$ cat config.mk
export PLATFORM = sky130hd
export DESIGN_NAME = user_slot_table_core
export DESIGN_NICKNAME = d
export VERILOG_FILES = /design/src/hw/rtl/ust_pkg.sv /design/src/hw/rtl/ust_table.sv /design/src/hw/rtl/ust_seen.sv /design/src/hw/rtl/user_slot_table_core.sv
export SDC_FILE = /design/constraint.sdc
export NUM_CORES = 2
export LEC_CHECK = 0
export BUFFER_PORTS_ARGS = -buffer_cell sky130_fd_sc_hd__buf_2
export CORE_ASPECT_RATIO = 1.25
export CORE_MARGIN = 4
export CORE_UTILIZATION = 45
export DETAILED_ROUTE_END_ITERATION = 8
export PLACE_DENSITY = 0.62
export SLEW_MARGIN = 10
export SYNTH_ARGS = -nofsm -noshare
export SYNTH_HDL_FRONTEND = slang
export SYNTH_MEMORY_MAX_BITS = 65536
export SYNTH_SLANG_ARGS = --single-unit
$ cat constraint.sdc
create_clock -name clk -period 11.45 [get_ports clk]
set_input_delay 1.145 -clock clk [delete_from_list [all_inputs] [get_ports clk]]
set_output_delay 1.145 -clock clk [all_outputs]
set_load 0.005 [all_outputs]
$ cat src/hw/rtl/ust_pkg.sv
// shared types and constants for the user slot table
package ust_pkg;

  localparam logic [2:0] CMD_FIND_CARD   = 3'd0;
  localparam logic [2:0] CMD_FIND_FINGER = 3'd1;
  localparam logic [2:0] CMD_FIND_ID     = 3'd2;
  localparam logic [2:0] CMD_UPDATE      = 3'd3;
  localparam logic [2:0] CMD_CREATE      = 3'd4;
  localparam logic [2:0] CMD_DELETE      = 3'd5;

  localparam logic [15:0] ID_LIMIT  = 16'hFFF0;
  localparam logic [6:0]  COUNT_MAX = 7'd127;

  typedef struct packed {
    logic        valid;
    logic [15:0] id;
    logic [31:0] card;
    logic [15:0] finger;
  } ent_t;

endpackage

$ cat src/hw/rtl/ust_table.sv
// slot table memory, one write port and one registered read port
module ust_table #(
  parameter int SLOTS = 64,
  parameter int IW = 6
) (
  input  logic          clk,
  input  logic          we,
  input  logic [IW-1:0] waddr,
  input  ust_pkg::ent_t wdata,
  input  logic [IW-1:0] raddr,
  output ust_pkg::ent_t rdata
);
  import ust_pkg::*;

  ent_t mem [SLOTS];

  always_ff @(posedge clk) begin
    if (we) begin
      mem[waddr] <= wdata;
    end
    rdata <= mem[raddr];
  end

endmodule

$ cat src/hw/rtl/ust_seen.sv
// bitmap of ids in use, for the smallest free id search
module ust_seen #(
  parameter int DEPTH = 66,
  parameter int SW = 7
) (
  input  logic          clk,
  input  logic          we,
  input  logic [SW-1:0] waddr,
  input  logic          wbit,
  input  logic [SW-1:0] raddr,
  output logic          rbit
);

  logic mem [DEPTH];

  always_ff @(posedge clk) begin
    if (we) begin
      mem[waddr] <= wbit;
    end
    rbit <= mem[raddr];
  end

endmodule

$ cat src/hw/rtl/user_slot_table_core.sv
// user slot table: command sequencer over the slot memory and the id bitmap
//
// Input channel: in_valid/in_stall carry one command (find by card, finger or
// id, update, create, delete) with card_uid, finger_key and user_id. Output
// channel: out_valid/out_stall carry one result per command: ok, slot,
// found_id, found_card, found_finger, count and next_free.
// Each valid command walks the slot memory one slot at a time through its
// single read port, reading a slot and then checking it. A delete adds a
// downward walk for the highest valid slot and one free id search; a create
// does two free id searches. A free id search clears the id bitmap, marks it
// from the table and walks it for the smallest free id.
// in_stall is high while a command is in progress; one command at a time.
// The result sits in an output register; the next command is taken while it
// waits, and a finished result waits in the sequencer while out_stall is high.
// After reset the table is cleared one slot per cycle, with in_stall high;
// the count starts at zero and the next free id at one.
module user_slot_table_core #(
  parameter int SLOTS = 64
) (
  input  logic        clk,
  input  logic        rst,
  input  logic        in_valid,
  output logic        in_stall,
  input  logic [2:0]  command,
  input  logic [31:0] card_uid,
  input  logic [15:0] finger_key,
  input  logic [15:0] user_id,
  output logic        out_valid,
  input  logic        out_stall,
  output logic        ok,
  output logic [5:0]  slot,
  output logic [15:0] found_id,
  output logic [31:0] found_card,
  output logic [15:0] found_finger,
  output logic [6:0]  count,
  output logic [15:0] next_free
);
  import ust_pkg::*;

  localparam int IW = $clog2(SLOTS);
  localparam int SDEPTH = SLOTS + 2;
  localparam int SW = $clog2(SDEPTH);
  localparam logic [IW-1:0] LAST_SLOT = IW'(SLOTS - 1);
  localparam logic [SW-1:0] SEEN_TOP = SW'(SLOTS + 1);
  localparam logic [15:0] ID_TOP = 16'(SLOTS + 1);

  typedef enum logic [3:0] {
    S_CLR, S_IDLE, S_RD, S_CK, S_LRD, S_LCK, S_MOVE, S_KILL,
    S_FCLR, S_FRD, S_FCK, S_SRD, S_SCK, S_CRE, S_OUT
  } state_t;

  typedef enum logic [1:0] {P_NEW, P_AFTER, P_DEL} pass_t;

  state_t state;
  pass_t pass;
  logic [2:0] cmd;
  logic [31:0] card;
  logic [15:0] finger;
  logic [15:0] uid;
  logic [IW-1:0] idx;
  logic [IW-1:0] hit;
  ent_t ldata;
  logic [SW-1:0] sidx;
  logic [15:0] nid;
  logic [6:0] users;
  logic [15:0] lowest;
  logic r_ok;
  logic [IW-1:0] r_slot;
  logic [15:0] r_id;
  logic [31:0] r_card;
  logic [15:0] r_finger;

  logic tw_en;
  logic [IW-1:0] tw_addr;
  ent_t tw_data;
  ent_t rdata;
  logic sw_en;
  logic [SW-1:0] sw_addr;
  logic sw_bit;
  logic sbit;
  logic match;
  logic id_free;
  logic [15:0] sval;

  ust_table #(.SLOTS(SLOTS), .IW(IW)) u_table (
    .clk(clk), .we(tw_en), .waddr(tw_addr), .wdata(tw_data),
    .raddr(idx), .rdata(rdata)
  );

  ust_seen #(.DEPTH(SDEPTH), .SW(SW)) u_seen (
    .clk(clk), .we(sw_en), .waddr(sw_addr), .wbit(sw_bit),
    .raddr(sidx), .rbit(sbit)
  );

  assign in_stall = (state != S_IDLE);

  always_comb begin
    case (cmd)
      CMD_FIND_CARD:   match = rdata.valid && (rdata.card == card);
      CMD_FIND_FINGER: match = rdata.valid && (rdata.finger == finger);
      CMD_CREATE:      match = !rdata.valid;
      default:         match = rdata.valid && (uid != 16'd0) && (rdata.id == uid);
    endcase
  end

  assign id_free = !sbit && (16'(sidx) < ID_LIMIT);
  assign sval = id_free ? 16'(sidx) : 16'd0;

  // table write port
  always_comb begin
    tw_en = 1'b0;
    tw_addr = idx;
    tw_data = '0;
    unique case (state)
      S_CLR: tw_en = 1'b1;
      S_CK: begin
        if (match && cmd == CMD_UPDATE) begin
          tw_en = 1'b1;
          tw_data = '{valid: 1'b1, id: rdata.id, card: card, finger: finger};
        end
      end
      S_MOVE: begin
        tw_en = 1'b1;
        tw_addr = hit;
        tw_data = ldata;
      end
      S_KILL: tw_en = 1'b1;
      S_CRE: begin
        tw_en = 1'b1;
        tw_addr = hit;
        tw_data = '{valid: 1'b1, id: nid, card: card, finger: finger};
      end
      default: tw_en = 1'b0;
    endcase
  end

  // bitmap write port
  always_comb begin
    sw_en = 1'b0;
    sw_addr = sidx;
    sw_bit = 1'b0;
    unique case (state)
      S_FCLR: sw_en = 1'b1;
      S_FCK: begin
        sw_en = rdata.valid && (rdata.id <= ID_TOP);
        sw_addr = rdata.id[SW-1:0];
        sw_bit = 1'b1;
      end
      default: sw_en = 1'b0;
    endcase
  end

  always_ff @(posedge clk) begin
    if (rst) begin
      state <= S_CLR;
      pass <= P_NEW;
      idx <= '0;
      sidx <= '0;
      users <= '0;
      lowest <= 16'd1;
      out_valid <= 1'b0;
    end else begin
      if (state == S_OUT && (!out_valid || !out_stall)) begin
        out_valid <= 1'b1;
      end else if (out_valid && !out_stall) begin
        out_valid <= 1'b0;
      end
      unique case (state)
        S_CLR: begin
          if (idx == LAST_SLOT) begin
            idx <= '0;
            state <= S_IDLE;
          end else begin
            idx <= idx + 1'b1;
          end
        end
        S_IDLE: begin
          if (in_valid) begin
            cmd <= command;
            card <= card_uid;
            finger <= finger_key;
            uid <= user_id;
            idx <= '0;
            r_ok <= 1'b0;
            r_slot <= '0;
            r_id <= '0;
            r_card <= '0;
            r_finger <= '0;
            state <= (command <= CMD_DELETE) ? S_RD : S_OUT;
          end
        end
        S_RD: state <= S_CK;
        S_CK: begin
          if (match) begin
            hit <= idx;
            if (cmd == CMD_DELETE) begin
              r_ok <= 1'b1;
              r_slot <= idx;
              r_id <= rdata.id;
              r_card <= rdata.card;
              r_finger <= rdata.finger;
              idx <= LAST_SLOT;
              state <= S_LRD;
            end else if (cmd == CMD_CREATE) begin
              pass <= P_NEW;
              sidx <= '0;
              state <= S_FCLR;
            end else begin
              r_ok <= 1'b1;
              r_slot <= idx;
              r_id <= rdata.id;
              r_card <= (cmd == CMD_UPDATE) ? card : rdata.card;
              r_finger <= (cmd == CMD_UPDATE) ? finger : rdata.finger;
              state <= S_OUT;
            end
          end else if (idx == LAST_SLOT) begin
            state <= S_OUT;
          end else begin
            idx <= idx + 1'b1;
            state <= S_RD;
          end
        end
        S_LRD: state <= S_LCK;
        S_LCK: begin
          if (rdata.valid || idx == '0) begin
            ldata <= rdata;
            state <= S_MOVE;
          end else begin
            idx <= idx - 1'b1;
            state <= S_LRD;
          end
        end
        S_MOVE: state <= S_KILL;
        S_KILL: begin
          if (users != '0) begin
            users <= users - 1'b1;
          end
          pass <= P_DEL;
          sidx <= '0;
          state <= S_FCLR;
        end
        S_FCLR: begin
          if (sidx == SEEN_TOP) begin
            idx <= '0;
            state <= S_FRD;
          end else begin
            sidx <= sidx + 1'b1;
          end
        end
        S_FRD: state <= S_FCK;
        S_FCK: begin
          if (idx == LAST_SLOT) begin
            sidx <= SW'(1);
            state <= S_SRD;
          end else begin
            idx <= idx + 1'b1;
            state <= S_FRD;
          end
        end
        S_SRD: state <= S_SCK;
        S_SCK: begin
          if (id_free || sidx == SEEN_TOP) begin
            unique case (pass)
              P_NEW: begin
                if (sval == 16'd0) begin
                  state <= S_OUT;
                end else begin
                  nid <= sval;
                  state <= S_CRE;
                end
              end
              P_AFTER: begin
                lowest <= sval;
                r_ok <= 1'b1;
                r_slot <= hit;
                r_id <= nid;
                r_card <= card;
                r_finger <= finger;
                state <= S_OUT;
              end
              default: begin
                lowest <= sval;
                state <= S_OUT;
              end
            endcase
          end else begin
            sidx <= sidx + 1'b1;
            state <= S_SRD;
          end
        end
        S_CRE: begin
          if (users != COUNT_MAX) begin
            users <= users + 1'b1;
          end
          pass <= P_AFTER;
          sidx <= '0;
          state <= S_FCLR;
        end
        S_OUT: begin
          if (!out_valid || !out_stall) begin
            ok <= r_ok;
            slot <= 6'(r_slot);
            found_id <= r_id;
            found_card <= r_card;
            found_finger <= r_finger;
            count <= users;
            next_free <= lowest;
            state <= S_IDLE;
          end
        end
        default: state <= S_IDLE;
      endcase
    end
  end

  // a command is taken only from idle, and the sequencer leaves idle at once
  a_busy_after_accept: assert property (@(posedge clk) disable iff (rst)
    in_valid && !in_stall |=> in_stall)
    else $error("command accepted but sequencer stayed idle");

  // a result is only launched from the result state
  a_result_source: assert property (@(posedge clk) disable iff (rst)
    $rose(out_valid) |-> $past(state) == S_OUT)
    else $error("result launched outside the result state");

  // a create below saturation adds exactly one user
  a_create_count: assert property (@(posedge clk) disable iff (rst)
    state == S_CRE && users != COUNT_MAX |=> users == $past(users) + 7'd1)
    else $error("user count not advanced on create");

  // with at most SLOTS ids in use some id up to SLOTS+1 is always free
  a_free_nonzero: assert property (@(posedge clk) disable iff (rst)
    lowest != 16'd0)
    else $error("next free id lost");

endmodule
==> impl_metrics.csv <==
group,metric,value,unit
synth,synthesis.area,176000,µm²
sta,fin_setup_tns,0,ps
worst_setup_path,critPathLaunch,"card[19]$_DFFE_PP_",
drt,viasPerCell,6.25,
synth,synth.most_common_cell,"edfxtp_1",
drt,first_pass_iters,9,
sta,min_period,6490,ps
sta,setup_viol,0,
clock_tree,clock-root-buffer,"clkbuf_16",
clock_tree,cts-resized-gates,0,
global_routing,grt_antenna_before_repair,38,
drt,ant_nets,0,
outcome,violations,"design-rule violations",
synth,yosysTopAreaCell,"edfxtp_1",
synth,async_reset_ff_share,0,%
sta,relSlewSlack,18.0,%
synth,yosysWarnings,0,
worst_setup_path,slowest_delay,1020,ps
sta,hold_violations,0,
sta,whs,300,ps
floorplan,rows,256,
clock_tree,cts_num_sinks,4627,
clock_tree,cts_buffers,431,
clock_tree,clock_latency,1020,ps
clock_tree,ctsHtreeMaxLevel,5,
drt,drc,9,
placement,place_hpwl,269,mm
worst_setup_path,path_cells,"xor2_1 -> nor4_1 -> nand3_1 -> nor4_1 -> o21a_1 -> nor2_1 -> o221a_4 -> buf_4 -> nor3_2 -> buf_4 -> buf_4",
drt,drt-total-wl,476,mm
sta,rsz0062_at_grt,"false",
clock_tree,cts_max_path_buffers,4,
min_path,worstHoldStart,"card_uid[12]",
drt,drtIter0Drc,11800,
floorplan,die_w,567,µm
global_routing,grt-ovfl-total,0,
worst_setup_path,cp.arrival,7090,ps
drt,wl_per_cell,36.0,µm
synth,synth_edf_count,4527,
floorplan,start_util,45.2,%
clock_tree,post_cts_buffers,0,
sta,drv_slew,0,
floorplan,core,389000,µm²
floorplan,die_h,707,µm
placement,globalplace.congestion,0.867,
sta,setup_ws,4960,ps
synth,yosys.area.top_type_share,77.4,%
min_path,hold_path.class,"in2reg",
layout,synthToLayoutAreaGrowth,12.9,%
synth,synth_seq_area_share,78.5,%
worst_setup_path,critPathSlowestCell,"nor4_1",
placement,portBuffers,157,
synth,ys_types,66,
worst_setup_path,crit_path_end_kind,"register",
worst_setup_path,startpoint_type,"register",
worst_setup_path,path_max_fanout,64,
power,p_leak,51.7,nW
global_routing,track_usage,23.6,%
sta,fin_crit_sh,56.7,%
worst_setup_path,cp.required,12040,ps
run,maxCapViolCount,0,
sta,fin_worst_skew,74.4,ps
synth,ys_ff_latch,4627,
synth,synth_common_cells,"4527 x edfxtp_1, 1386 x mux4_2, 249 x clkbuf_1",
drt,vias,82700,
worst_setup_path,reg2reg_from,"card[19]$_DFFE_PP_",
layout,fin_nets,7765,
worst_setup_path,path_class,"reg2reg",
outcome,status,"finished, violations left",
sta,worst_pin_slew,1220,ps
sta,max_freq,0.154,GHz
floorplan,die-area,401000,µm²
global_routing,grt_pass1_wl,664,mm
global_routing,grt_pass1_vias,83300,
synth,syn_avg_cell_area,24.5,µm²
synth,synthFlopType,"edfxtp_1",
clock_tree,cts_tree,"built",
layout,final_layout_size_suffix_gt1_share,31.8,%
layout,fill_cells,29900,
worst_setup_path,path_common_cell,"buf_4",
placement,dp_slack,5190,ps
clock_tree,clk_pin_slew,60,ps
synth,synth_cells,7183,
global_routing,grt_max_degree,140,
power,vdd_drop_max,0.123,mV
floorplan,pin_count,167,
synth,synth.area.top_cells,"edfxtp_1 77%, mux4_2 18%, dfxtp_1 1.1%",
power,power.density,171,nW/µm²
clock_tree,postCtsHoldBufs,0,
[state kept, by name, summed over array words and instances, names as in the netlist, 6 cells and up]
name	count
card	32
count	7
finger	16
found_card	32
found_finger	16
found_id	16
hit	6
idx	6
ldata	65
lowest	7
next_free	7
nid	7
r_card	32
r_finger	16
r_id	16
r_slot	6
sidx	7
slot	6
u_seen.mem	66
u_table.mem	4160
u_table.rdata	65
uid	16
users	7
[metrics by stage]
stage / total power, mW / area, µm² / instances / utilization (%)
after floorplan: 19.4 / 176000 / 7191 / -
after global placement: 19.8 / 184000 / 12400 / 47.3
after detailed placement: 19.8 / 184000 / 12400 / 47.3
after CTS: 34.1 / 198000 / 13200 / 51.0
after global routing: 34.9 / 198000 / 13200 / 51.0
final: 33.9 / 198000 / 13200 / 51.0
[power breakdown]
group	switching (mW)	leakage [nW]	total [mW]	internal, mW
clock	6.35	6.90	14.5	8.12
sequential	0.0736	35.2	18.5	18.4
combinational	0.541	9.69	0.942	0.401
[kinds of logic (layout without fill, tap and decap cells)]
kind of cell / Yosys count / in the layout / share of synthesized area [%]
flip-flops: 4627 / 4627 / 78.5
other: 1 / 27 / 0.00213
XOR/XNOR: 71 / 71 / 0.354
buffers and inverters: 397 / 1250 / 0.953
multiplexers: 1400 / 1400 / 17.8
AO/OA/AOI/OAI: 263 / 263 / 1.13
adder cells (fa/ha/maj): 12 / 12 / 0.0897
AND/OR/NAND/NOR: 412 / 412 / 1.13
[worst paths after layout]
check | endpoint | slack (ps) | cells past startpoint
setup / recovery | u_table.mem[8][25]$_DFFE_PP_ | 4960 | 11
hold / removal | card[12]$_DFFE_PP_ | 300 | 1
setup reg to reg | u_table.mem[8][25]$_DFFE_PP_ | 4960 | 11
hold reg to reg | found_card[24]$_DFFE_PP_ | 420 | 0
[area by class of cell]
cell class                 count  area, µm²  share of cell area [%]
clock buffer                 528      11300                    5.69
sequential                  4627     138000                    69.5
clock inverter               267       2980                    1.50
antenna                       18       45.0                  0.0227
tap                         5160       6460                    3.25
multi-input combinational   2167      36500                    18.4
timing repair buffer         442       3100                    1.56
inverter                      13       56.3                  0.0284
[metal layers]
layer	wire length [µm]	track usage, %
met1	175000	31.4
met2	234000	38.3
met4	17800	7.69
met5	103	0
met3	48600	5.84
[worst max-delay path: cells and delay by family (launching register included)]
kind | cells | cell delay, ps
AOI/OAI and AO/OA | 2 | 740
buffers and inverters | 3 | 1880
and+or+nand+nor | 5 | 2730
DFF | 1 | 420
xor gates and xnor gates | 1 | 190
[layout by cell type, fill, tap and decap left out, types with 71 or more instances in the layout]
master     Yosys  routed
mux4_2      1386    1386
clkbuf_16      0     431
dfxtp_1      100      95
a22o_1       121     110
clkinv_2       0      71
buf_4         11     271
buf_2         72     157
clkbuf_1     249      84
nor2_1       126     125
edfxtp_1    4527    4527
nand2_1       83      82
clkinv_1       0      84
Note: power is estimated with default switching activity, not from simulation.
